`config.mk`:
```
export PLATFORM = sky130hd
export DESIGN_NAME = lrp_ctrl
export DESIGN_NICKNAME = d
export VERILOG_FILES = /design/src/hw/rtl/lrp_pkg.sv /design/src/hw/rtl/lrp_ctrl.sv
export VERILOG_INCLUDE_DIRS = /design/src /design/src/hw/rtl
export SDC_FILE = /design/constraint.sdc
export NUM_CORES = 1
export LEC_CHECK = 0
export BUFFER_PORTS_ARGS = -buffer_cell sky130_fd_sc_hd__buf_2
export CORE_AREA = 3 3 40 42
export CTS_BUF_LIST = sky130_fd_sc_hd__clkbuf_16
export DETAILED_ROUTE_END_ITERATION = 10
export DIE_AREA = 0 0 43 45
export PLACE_DENSITY = 0.37
export SLEW_MARGIN = 20
export SYNTH_ARGS = -nofsm -noshare
export SYNTH_HDL_FRONTEND = slang
export SYNTH_SLANG_ARGS = --single-unit
```
`constraint.sdc`:
```
create_clock -name clk -period 1.1 [get_ports clk]
set_clock_uncertainty 0.05 [all_clocks]
set_input_delay 0.055 -clock clk [delete_from_list [all_inputs] [get_ports clk]]
set_output_delay 0.055 -clock clk [all_outputs]
set_load 0.05 [all_outputs]
```
`src/hw/rtl/assert_macros.svh`:
```
// ----------------------------------------------------------------------------
// assert_macros.svh
// Concurrent assertion helpers, compiled out for synthesis.
// ----------------------------------------------------------------------------
`ifndef ASSERT_MACROS_SVH
`define ASSERT_MACROS_SVH

`ifndef SYNTHESIS

// property must hold at every clock edge out of reset
`define ASSERT_AT(lbl, clk, rst_n, prop, msg) \
	lbl: assert property (@(posedge clk) disable iff (!rst_n) prop) else $error(msg);

// expression must never be true out of reset
`define ASSERT_NEVER(lbl, clk, rst_n, expr, msg) \
	lbl: assert property (@(posedge clk) disable iff (!rst_n) !(expr)) else $error(msg);

`else

`define ASSERT_AT(lbl, clk, rst_n, prop, msg)
`define ASSERT_NEVER(lbl, clk, rst_n, expr, msg)

`endif

`endif

```
`src/hw/rtl/lrp_pkg.sv`:
```
// ----------------------------------------------------------------------------
// lrp_pkg
// Types, constants and table builders for the lidar return-to-point block.
// ----------------------------------------------------------------------------
package lrp_pkg;

	// field widths
	localparam int AZ_W    = 16;
	localparam int LASER_W = 6;
	localparam int DIST_W  = 16;
	localparam int INTEN_W = 8;
	localparam int COORD_W = 18;
	localparam int CFG_W   = 16;

	// configuration register indexes
	localparam int CFG_IDX_W = 2;
	localparam logic [CFG_IDX_W-1:0] REG_MIN_DISTANCE = 2'd0;
	localparam logic [CFG_IDX_W-1:0] REG_MAX_DISTANCE = 2'd1;
	localparam logic [CFG_IDX_W-1:0] REG_SWEEP_JUMP   = 2'd2;

	localparam logic [CFG_W-1:0] RST_MIN_DISTANCE = 16'd1000;
	localparam logic [CFG_W-1:0] RST_MAX_DISTANCE = 16'd32500;
	localparam logic [CFG_W-1:0] RST_SWEEP_JUMP   = 16'd27000;

	// azimuth geometry, hundredths of a degree
	localparam int FULL_TURN  = 36000;
	localparam int QUARTER    = FULL_TURN / 4;
	localparam int SINE_DEPTH = QUARTER + 1;
	localparam int SINE_AW    = $clog2(SINE_DEPTH);
	localparam int SINE_W     = 16;

	localparam logic [AZ_W-1:0] AZ_Q1   = AZ_W'(QUARTER);
	localparam logic [AZ_W-1:0] AZ_Q2   = AZ_W'(2 * QUARTER);
	localparam logic [AZ_W-1:0] AZ_Q3   = AZ_W'(3 * QUARTER);
	localparam logic [AZ_W-1:0] AZ_FULL = AZ_W'(FULL_TURN);

	// lasers
	localparam int NUM_LASERS  = 2 ** LASER_W;
	localparam int BASE_LASERS = 32;
	localparam int BASE_AW     = $clog2(BASE_LASERS);

	localparam logic signed [15:0] BASE_VERT [BASE_LASERS] = '{
		-16'sd3067, -16'sd933,  -16'sd2933, -16'sd800,  -16'sd2800, -16'sd667,
		-16'sd2667, -16'sd533,  -16'sd2533, -16'sd400,  -16'sd2400, -16'sd267,
		-16'sd2267, -16'sd133,  -16'sd2133,  16'sd0,    -16'sd2000,  16'sd133,
		-16'sd1867,  16'sd267,  -16'sd1733,  16'sd400,  -16'sd1600,  16'sd533,
		-16'sd1467,  16'sd667,  -16'sd1333,  16'sd800,  -16'sd1200,  16'sd933,
		-16'sd1067,  16'sd1067
	};

	// Taylor series constants (angle in Q30)
	localparam logic [63:0] PI_Q30      = 64'd3373259426;
	localparam logic [63:0] HALF_STEP   = 64'(QUARTER);
	localparam logic [63:0] TWO_QUARTER = 64'(2 * QUARTER);
	localparam logic [63:0] TAYLOR_DIV [1:10] = '{
		64'd6, 64'd20, 64'd42, 64'd72, 64'd110,
		64'd156, 64'd210, 64'd272, 64'd342, 64'd420
	};

	// vertical angle entry: magnitudes plus sign of the sine
	typedef struct packed {
		logic              neg;
		logic [SINE_W-1:0] sin_mag;
		logic [SINE_W-1:0] cos_mag;
	} vert_t;

	// controller to datapath
	typedef struct packed {
		logic cap;
		logic decide;
		logic quad;
		logic mul1;
		logic mul2;
		logic load_mark;
		logic load_point;
	} lrp_cmd_t;

	// datapath to controller
	typedef struct packed {
		logic jump;
		logic keep;
		logic out_free;
	} lrp_status_t;

	// quarter-wave sine entry, scale 2^15, elaboration time only
	function automatic logic [SINE_W-1:0] build_sine(input logic [SINE_AW-1:0] r);
		logic [63:0] x;
		logic [63:0] x2;
		logic [63:0] sum;
		logic [63:0] term;
		logic [63:0] q;
		x = (64'(r) * PI_Q30 + HALF_STEP) / TWO_QUARTER;
		x2 = (x * x) >> 30;
		sum = x;
		term = x;
		for (int k = 1; k <= 10; k++) begin
			term = ((term * x2) >> 30) / TAYLOR_DIV[k];
			if (k % 2 == 1) begin
				sum = (sum >= term) ? sum - term : 64'd0;
			end else begin
				sum = sum + term;
			end
		end
		q = (sum + 64'd16384) >> 15;
		if (q > 64'd32768) begin
			q = 64'd32768;
		end
		return q[SINE_W-1:0];
	endfunction

	// per-laser vertical trig; lasers past the base set sit at zero angle
	function automatic vert_t vert_entry(input logic [LASER_W-1:0] laser);
		logic signed [15:0] ang;
		logic [SINE_AW-1:0] mag;
		vert_t v;
		ang = (int'(laser) < BASE_LASERS) ? BASE_VERT[laser[BASE_AW-1:0]] : 16'sd0;
		mag = (ang < 0) ? SINE_AW'(-ang) : SINE_AW'(ang);
		v.sin_mag = build_sine(mag);
		v.cos_mag = build_sine(SINE_AW'(QUARTER) - mag);
		v.neg = (ang < 0) && (v.sin_mag != '0);
		return v;
	endfunction

endpackage

```
`src/hw/rtl/lrp_ctrl.sv`:
```
// ----------------------------------------------------------------------------
// lrp_ctrl
// Sequencer: walks one return through decide, quadrant, ROM and multiply
// steps and issues the marker and point loads into the output register.
// ----------------------------------------------------------------------------
`include "assert_macros.svh"

module lrp_ctrl (
	input  logic                 clk,
	input  logic                 arst_n,
	input  logic                 in_valid,
	output logic                 in_ready,
	input  lrp_pkg::lrp_status_t st,
	output lrp_pkg::lrp_cmd_t    cmd
);

	localparam logic [2:0] S_IDLE   = 3'd0;
	localparam logic [2:0] S_DECIDE = 3'd1;
	localparam logic [2:0] S_QUAD   = 3'd2;
	localparam logic [2:0] S_MARK   = 3'd3;
	localparam logic [2:0] S_ROM    = 3'd4;
	localparam logic [2:0] S_MUL1   = 3'd5;
	localparam logic [2:0] S_MUL2   = 3'd6;
	localparam logic [2:0] S_POINT  = 3'd7;

	logic [2:0] state_q;
	logic [2:0] state_d;

	assign in_ready = (state_q == S_IDLE);

	// next state and commands
	always_comb begin
		state_d = state_q;
		cmd = '0;
		case (state_q)
			S_IDLE: begin
				if (in_valid) begin
					cmd.cap = 1'b1;
					state_d = S_DECIDE;
				end
			end
			S_DECIDE: begin
				cmd.decide = 1'b1;
				state_d = S_QUAD;
			end
			S_QUAD: begin
				cmd.quad = 1'b1;
				if (st.jump) begin
					state_d = S_MARK;
				end else if (st.keep) begin
					state_d = S_ROM;
				end else begin
					state_d = S_IDLE;
				end
			end
			S_MARK: begin
				if (st.out_free) begin
					cmd.load_mark = 1'b1;
					state_d = st.keep ? S_ROM : S_IDLE;
				end
			end
			S_ROM: begin
				state_d = S_MUL1;
			end
			S_MUL1: begin
				cmd.mul1 = 1'b1;
				state_d = S_MUL2;
			end
			S_MUL2: begin
				cmd.mul2 = 1'b1;
				state_d = S_POINT;
			end
			S_POINT: begin
				if (st.out_free) begin
					cmd.load_point = 1'b1;
					state_d = S_IDLE;
				end
			end
			default: begin
				state_d = S_IDLE;
			end
		endcase
	end

	// state register
	always_ff @(posedge clk or negedge arst_n) begin
		if (!arst_n) begin
			state_q <= S_IDLE;
		end else begin
			state_q <= state_d;
		end
	end

	// checks
	`ASSERT_NEVER(a_one_load, clk, arst_n, cmd.load_mark && cmd.load_point, "two output loads in one cycle")
	`ASSERT_AT(a_load_free, clk, arst_n, (cmd.load_mark || cmd.load_point) |-> st.out_free, "output register overwritten")
	`ASSERT_AT(a_accept_seq, clk, arst_n, (in_valid && in_ready) |=> (state_q == S_DECIDE), "accepted beat not decided next")

endmodule

```
* Word level (Yosys, flattened, before mapping)
Index checks and enable logic that the tools add are counted.
Storage, ports and cells: bits in registers 3, input bits 6, output and inout port bits 8
Cells by class: equal/unequal tests 10, multiplexer cells 15, reduce and logical (&&, ||, !) cells 2
Operators with widths (number):
- one-hot mux 3 bit (8 select lines) | 1
- 2-to-1 mux 3 bit | 5
- equality test 3 bit (second input constant) | 4
- 2-to-1 mux 1 bit | 9
- equality test 3 x 2 -> 1 bit (second input constant) | 2
- inequality test 2 bit (second input constant) | 3
- equality test 3 x 1 -> 1 bit (second input constant) | 1
- logical NOT 3 bit | 1
- AND reduction 3 bit | 1

* Logic depth before layout (Yosys ltp)
Gate-level depths: netlist of the first run.
depth in word-level cells 3, gate-level depth with buffers 4, gate-level depth less buffers 3

* Worst setup path after synthesis of the first run
No wires, ideal clock.
path kind register to output, start register state_q[0], end output port cmd[6] in the netlist's numbering, arrival 1.714 ns, data required time 0.995 ns, setup slack -0.719 ns, cell stages (with the launch flop) 4, buffers on the path 1, cells stage by stage dfrtp_1 -> buf_6 -> nor3_2 -> and2_1
RTL lines:
- start, declared | RTL line lrp_ctrl.sv:26 | logic [2:0] state_q;
- start signal, assigned | RTL line lrp_ctrl.sv:90 | state_q <= state_d;
- end, declared | RTL line lrp_ctrl.sv:14 | output lrp_pkg::lrp_cmd_t cmd

==> results of run 1 <==
timing repair:
| item | CTS | global route |
|---|---|---|
| endpoints found under the hold margin | 3 | 0 |
| gates cloned | 0 | 0 |
| hold buffers | 1 | 0 |
| gates resized for setup | 29 | 3 |
| pin swaps | 3 | 2 |
| buffers inserted | 1 | 0 |
| setup endpoints to repair | 11 | 11 |
metal layers:
| layer | part of all wire (%) | wire, microns |
|---|---|---|
| met1 | 40 | 345 |
| met3 | 6.4 | 56 |
| met4 | 2.4 | 21 |
| met2 | 51 | 446 |
| met5 | 0 | 0 |
Yosys cell counts:
cell type	count
sky130_fd_sc_hd__buf_6	1
sky130_fd_sc_hd__o22ai_1	1
sky130_fd_sc_hd__dfrtp_1	3
sky130_fd_sc_hd__a22oi_1	1
sky130_fd_sc_hd__nor2_1	5
sky130_fd_sc_hd__nand3_1	1
sky130_fd_sc_hd__a221oi_2	1
sky130_fd_sc_hd__clkbuf_2	1
sky130_fd_sc_hd__nor3_2	1
sky130_fd_sc_hd__inv_1	1
sky130_fd_sc_hd__o21ai_0	2
sky130_fd_sc_hd__or2b_1	1
sky130_fd_sc_hd__buf_2	1
sky130_fd_sc_hd__nand2_1	3
sky130_fd_sc_hd__nor3b_1	2
sky130_fd_sc_hd__and2_1	1
sky130_fd_sc_hd__nand2b_1	2
worst max-delay path, cell delays in order (launching register included):
cell and delay, ns:
sky130_fd_sc_hd__dfrtp_2 0.46, sky130_fd_sc_hd__buf_6 0.14, sky130_fd_sc_hd__nor3b_2 0.19, sky130_fd_sc_hd__buf_6 0.18
power breakdown:
group          total, uW  switching [uW]  internal [uW]
Clock                573             104            469
Combinational       1340             739            596
Sequential           324             142            182
Total               2230             985           1250
cells by family (layout without fill, tap and decap cells):
kind of cell / after synthesis / in the layout / synth area share [%]
simple gates: 16 / 16 / 38.3
compound gates: 5 / 5 / 17.2
buf+inv: 4 / 26 / 11.1
flops: 3 / 3 / 33.3
worst paths after layout:
check                             endpoint  slack, ns  cells after the start  startpoint
worst max-delay path                cmd[5]      -0.20                      3  state_q[2]
worst min-delay path            state_q[2]       0.04                      3       st[1]
worst max register to register  state_q[2]      -0.04                      4  state_q[0]
worst min register to register  state_q[1]       0.62                      2  state_q[0]
max in group asynchronous       state_q[0]       0.78                      2      arst_n
min in group asynchronous       state_q[2]       0.11                      2      arst_n
stage by stage:
stage               instance area, sq um  worst slack (ns)
finish                               572            -0.203
global route                         572            -0.250
CTS                                  562            -0.211
detailed placement                   375            -0.130
global placement                     375            -0.140
floorplan                            277            -0.326
cell usage in the layout (no fill, tap or decap), drive strengths merged, types with 2 or more instances in the layout:
cell type / Yosys / layout
buf: 2 / 20
nor2: 5 / 5
clkbuf: 1 / 3
dfrtp: 3 / 3
nand2: 3 / 3
inv: 1 / 2
nor3b: 2 / 2
nand2b: 2 / 2
o21ai: 2 / 2
area by class of cell:
| type | count | area [sq um] |
|---|---|---|
| Sequential cell | 3 | 78.8 |
| Fill cell | 137 | 713 |
| Clock inverter | 1 | 3.75 |
| Clock buffer | 3 | 75.1 |
| Inverter | 1 | 3.75 |
| Multi-Input combinational cell | 21 | 199 |
| Timing Repair Buffer | 21 | 193 |
| Tap cell | 15 | 18.8 |
==> run summary, run 1 <==
Timing would allow up to 0.767 GHz. The checks that failed: negative setup slack. Global routing finished with a remaining overflow of 0.

In this run, synthesis produced a sequential element count of 3. CTS placed an instance of sky130_fd_sc_hd__clkbuf_16 at the clock tree root. In this run the biggest area consumer among cell types represents 33.3% of the synthesized area. In this run the core area contains 13 standard-cell rows. Entering global routing, the biggest net connects 7 pins.

At the end of routability-driven placement, the weighted congestion stood at 0.712. The total power density per cell area was 3900 nW/um^2. The number of sinks driven by the clock tree was 3; the critical path required time was 1.00 ns. The run finished, with violations left.

The pin slew with the least headroom to its limit was 0.209 ns. Data on the critical path arrives at its endpoint at 1.20 ns. Counting distinct cell types in the post-synthesis netlist gives 17. Summing over every cut layer, the via total after detailed routing is 283. For the number of warnings reported in the yosys synthesis log, the log shows 0. After detailed routing, the average wire length per cell comes to 13.4 microns.

The class of the tightest hold or removal check was input port to register. The initial antenna violation count came out at 0. The global routing stage identified its most utilized layer as met2.

The worst pin sits at a relative slew slack of 86.1%. The starting utilization of the core area is 17.5%, and the placeable core region is 1280 sq um. The worst setup path is launched from a register. From synthesis to final layout, the design area changed by 154%.

The wire length of the first global-routing pass was 1530 microns. Setup repair after global routing could not meet its margin everywhere. For the final worst setup slack, the log shows -0.203 ns.

In this run, the number of DRC markers left after iteration 0 of detailed routing was 3. The final layout contains 57 nets. The logs give 0 for the hold violation total from the final report and 10 for the count of final setup violators. STA classifies the critical path endpoint as an output pin. After clock tree synthesis, the clock-pin slew on the worst setup and hold paths is 0.03 ns.

Of all cell types, the one taking the most synthesized area is sky130_fd_sc_hd__dfrtp_1. After layout, the design draws a total of 2230 uW. From bottom edge to top edge, the die measures 45 microns.

The cell count after placement came out at 59. By startpoint and endpoint, the worst setup path is classified as register to output pin. The total DRC errors in the routed layout is 0.

Global routing used 2.79% of the available met3 tracks. The final layout contains routed wiring with a total length of 870 microns. Global routing used 13.4% of the available met1 tracks. Excluding fillers, the count of instances in the completed layout stands at 65. The register with the most flip-flops in the layout has 3 of them. The number of global-route vias before repair is 323.

After synthesis, the cell types taking the most area are sky130_fd_sc_hd__dfrtp_1 33%, sky130_fd_sc_hd__nor2_1 8.3%, sky130_fd_sc_hd__a221oi_2 6.7%. The number of search-and-repair iterations in the first detailed-routing pass came out at 4. The logs give 44.5% for the final core utilization and 34 for the synthesized netlist net count. In this run the horizontal extent of the chip is 43 microns.

The max-slew violation count is 0, and the register area share after synthesis is 33.3%. Global routing used 11.7% of the available tracks across all layers. Each instance of the synthesized netlist takes up on average 8.04 sq um. The mapped netlist covers 225 sq um.

TritonCTS built the clock tree. The mean number of vias per cell was 4.35. state_q holds more flip-flops than any other register. The largest registers in the layout are state_q (3). The tools report the maximum level of the CTS H-tree as 1. Pin placement for this block handled 14 I/O pins.

For the leakage component of the power, the log shows 0.000256 uW. The clock passes through at most 2 buffers. The worst-case IR drop observed on VDD is 0.00154 V. In the final layout, the share of cells above drive strength 1 is 78.0%. Once detail routing completed, the nets flagged for antenna violations numbered 0. Of all nets on the critical path, the largest fanout is 6. The worst slack on hold paths is 0.0442 ns. Max-cap violations in this run came to 0.

The tools report the number of standard cells after synthesis as 28. In the final timing run, aggregate negative setup slack is -1.27 ns. The antenna diode count is 0. In the global route stage, met2 resource usage came out at 18.0%. The time the final worst path needs with I/O delays and setup was 1.30 ns. The worst path uses 118% of the clock period.

The number of buffers added by the clock tree synthesis step is 3, and the clock latency reported for the late side of the worst-skew pair is 0.22 ns. The tools report the final HPWL from detailed placement as 548 microns. The die covers 1940 sq um. During placement, the flow inserted port buffers numbering 13.
(Power assumes the default switching activity.)
==> inputs of run 2 (changes only) <==
--- a/config.mk
+++ b/config.mk
@@ -11,6 +11,7 @@
 export CTS_BUF_LIST = sky130_fd_sc_hd__clkbuf_16
 export DETAILED_ROUTE_END_ITERATION = 10
 export DIE_AREA = 0 0 43 45
+export GPL_TIMING_DRIVEN = 0
 export PLACE_DENSITY = 0.37
 export SLEW_MARGIN = 20
 export SYNTH_ARGS = -nofsm -noshare
==> run summary, run 2 (synthesis results as in run 1) <==
Setup repair after global routing could not meet its margin everywhere. The maximum number of pins on one net before global-route repair was 11 (+4). The hold violation total from the final report is 0 (unchanged), and the floorplan die width is 43 microns (unchanged).

The run finished, with violations left. The vertical extent of the die works out to 45 microns (unchanged). The kind of start point of the critical path was a register.

The maximum net fanout on the critical path was 7 (+1). Kind of cell adding the most delay to the critical path: flip-flops. The tightest min-delay check is of the input port to register type. The maximum clock rate is 0.760 GHz (-0.97%), and the worst slack on hold paths is 0.0613 ns (+0.0171 ns).

The via count of the routed design is 292 (+3.2%). The final reports fail on negative setup slack. The wire length of the first global-routing pass came out at 1240 microns (-19%). The flip-flop count of the largest register, all copies and words added is 3 (unchanged), and the average detailed-routed wire length per instance is 12.0 microns (-10%). The total power density per cell area is 3870 nW/um^2 (-0.90%), and the cell count after placement is 56 (-5.1%). The run gives 1940 sq um (unchanged) as the die area.

The clock latency reported for the late side of the worst-skew pair came out at 0.22 ns (about the same). The run gives 17.5% (unchanged) as the starting utilization of the core area. Cell type of the slowest stage on the worst timing path: sky130_fd_sc_hd__dfrtp_1.

The run gives 0 (unchanged) as the antenna diode count. The logs give 3 (-1) for the number of search-and-repair iterations in the first detailed-routing pass and 2 (-1) for the detailed router's first-iteration violation count. The top cell types in the final layout, fill and taps aside, are 7 x sky130_fd_sc_hd__buf_6, 7 x sky130_fd_sc_hd__buf_4, 6 x sky130_fd_sc_hd__buf_2, 4 x sky130_fd_sc_hd__buf_8.

The post-route clock period utilization came out at 120% (+1.2 points). The maximum clock path buffer count is 2 (unchanged), and the pre-CTS worst setup slack is -0.0900 ns (+0.0398 ns). The worst slew margin relative to its limit came out at 86.1% (about the same). STA classifies the critical path endpoint as an output pin. The time the final worst path needs with I/O delays and setup was 1.32 ns (+0.0128 ns); the number of ports placed on the die boundary was 14 (unchanged). The number of input and output port buffers inserted was 13 (unchanged).

TritonCTS built the clock tree. Ranked by flip-flop count, first place goes to state_q. The signal on the critical path passes through buf_8 -> nor3_4 -> and2_4 -> buf_8.

The pin slew with the least headroom to its limit is 0.209 ns (-0.000462 ns). The run gives 75.1 sq um (-4.8%) as the sequential cell area. The leakage component of the power was 0.000283 uW (+10%); the number of standard cells in the final layout excluding fillers was 69 (+6.2%). The max-slew violation count was 0 (unchanged); the sum of overflow across all layers after global routing was 0 (unchanged).

The total DRC errors in the routed layout was 0 (unchanged); the mean number of vias per cell was 4.23 (-2.8%). Area used by multi-input combinational logic: 193 sq um (-3.1%). For the final HPWL from detailed placement, the log shows 486 microns (-11%).

The share of layout cells above drive strength 1 is 74.1% (-3.9 points). The logs give 0.00182 V (+18%) for the peak ir drop on the vdd network and 0 (unchanged) for the count of maximum capacitance violations. The run gives 3 (unchanged) as the number of buffers added by the clock tree synthesis step. The logs give 1.00 ns (about the same) for the critical path required time and -0.216 ns (-0.0128 ns) for the final worst setup slack. The count of filler cells inserted in the layout was 121 (-12%). The clock transition time at the flip-flop clock pins of the worst setup and hold paths came out at 0.03 ns (about the same).

The tools report the number of sinks driven by the clock tree as 3 (unchanged). The largest registers in the layout are state_q (3). The critical path arrival is 1.21 ns (about the same). Count of nets left with antenna violations after detail routing: 0 (unchanged). The largest incremental delay on the critical path works out to 0.37 ns (-0.09 ns). The initial antenna violation count came out at 0 (unchanged). For the net count of the finished layout, the log shows 61 (+7.0%). The tools report the overall power of the completed layout as 2320 uW (+4.1%).

Compared with the post-synthesis result, the final layout area differs by 167%. Row count: 13 (unchanged). The number of buffers and inverters on the critical path is 2 (unchanged), and the total global-route track usage is 9.09% (-2.6 points).

Count of final setup violators: 10 (unchanged). The final wirelength is 827 microns (-4.9%). The tools report the number of global-route vias before repair as 300 (-7.1%).

The category of the critical setup timing path was register to output pin. The maximum level of the CTS H-tree is 1 (unchanged). The most numerous cell type found on the critical path is sky130_fd_sc_hd__buf_8.

For the final estimated routing congestion in global placement, the log shows 0.718 (+0.90%). The tools report the placeable core region as 1280 sq um (unchanged). The tree is rooted in a sky130_fd_sc_hd__clkbuf_16.
==> run 2: changes by cell type in the layout (fill, tap and decap cells not counted), moves of 2 or more <==
cell | previous run | this run
sky130_fd_sc_hd__nor2_2 | 0 | 2
sky130_fd_sc_hd__buf_8 | 1 | 4
sky130_fd_sc_hd__dfrtp_2 | 3 | 0
sky130_fd_sc_hd__nand2_4 | 0 | 2
sky130_fd_sc_hd__buf_4 | 4 | 7
sky130_fd_sc_hd__dfrtp_1 | 0 | 3
sky130_fd_sc_hd__buf_6 | 10 | 7
==> run 2: path summary, 6_finish.rpt <==
path | from | endpoint | slack [ns] | cells past startpoint
setup / recovery | state_q[2] | cmd[6] | -0.22 | 4
hold / removal | st[1] | state_q[2] | 0.06 | 3
setup reg to reg | state_q[0] | state_q[2] | -0.07 | 5
hold reg to reg | state_q[0] | state_q[0] | 0.53 | 2
max in group asynchronous | arst_n | state_q[2] | 0.78 | 2
min in group asynchronous | arst_n | state_q[1] | 0.11 | 2
==> run 2: report_power, final <==
group	switching (uW)	internal (uW)	total, uW
clock network	93.1	468	561
registers	34.3	170	204
logic	858	699	1560
==> run 2: cell type report <==
type | count | area share [%]
repair buffers | 22 | 32.3
well taps | 15 | 3.13
plain buffers | 3 | 6.25
multi-input cells | 21 | 32.1
flip-flops and latches | 3 | 12.5
inverters | 1 | 0.625
clock buffers | 3 | 12.5
clock inverters | 1 | 0.625
==> run 2: worst register-to-register path: cells and delay by family (launching register included) <==
kind                   cells  cell delay [ns]
flip-flops                 1             0.36
buffers and inverters      2             0.27
AND/OR/NAND/NOR            2             0.31
AO/OA/AOI/OAI              1             0.06
==> run 2: through the flow <==
step / TNS [ns] / instance area, sq um / util (%)
floorplan: -1.09 / 277 / -
global route: -2.00 / 601 / 46.7
CTS: -1.48 / 520 / 40.5
global placement: -0.313 / 360 / 28.0
finish: -1.54 / 601 / 46.7
detailed placement: -0.381 / 360 / 28.0
==> run 2: timing repair <==
item | CTS | global route
endpoints found under the setup margin | 10 | 10
buffers inserted | 1 | 6
gates cloned | 1 | 0
resized for setup | 18 | 11
pin swaps | 4 | 6
hold buffers | 1 | 0
endpoints found under the hold margin | 3 | 0
==> run 2: per-layer routing <==
layer | GRT usage (%) | share of wire [%] | vias to the layer above | routed length (microns)
met1 | 9.69 | 41 | 137 | 340
met3 | 2.79 | 6.0 | 0 | 50
li1 | - | - | 145 | -
met5 | 0 | 0 | - | 0
met2 | 14.1 | 53 | 10 | 436
met4 | 9.04 | 0 | 0 | 0
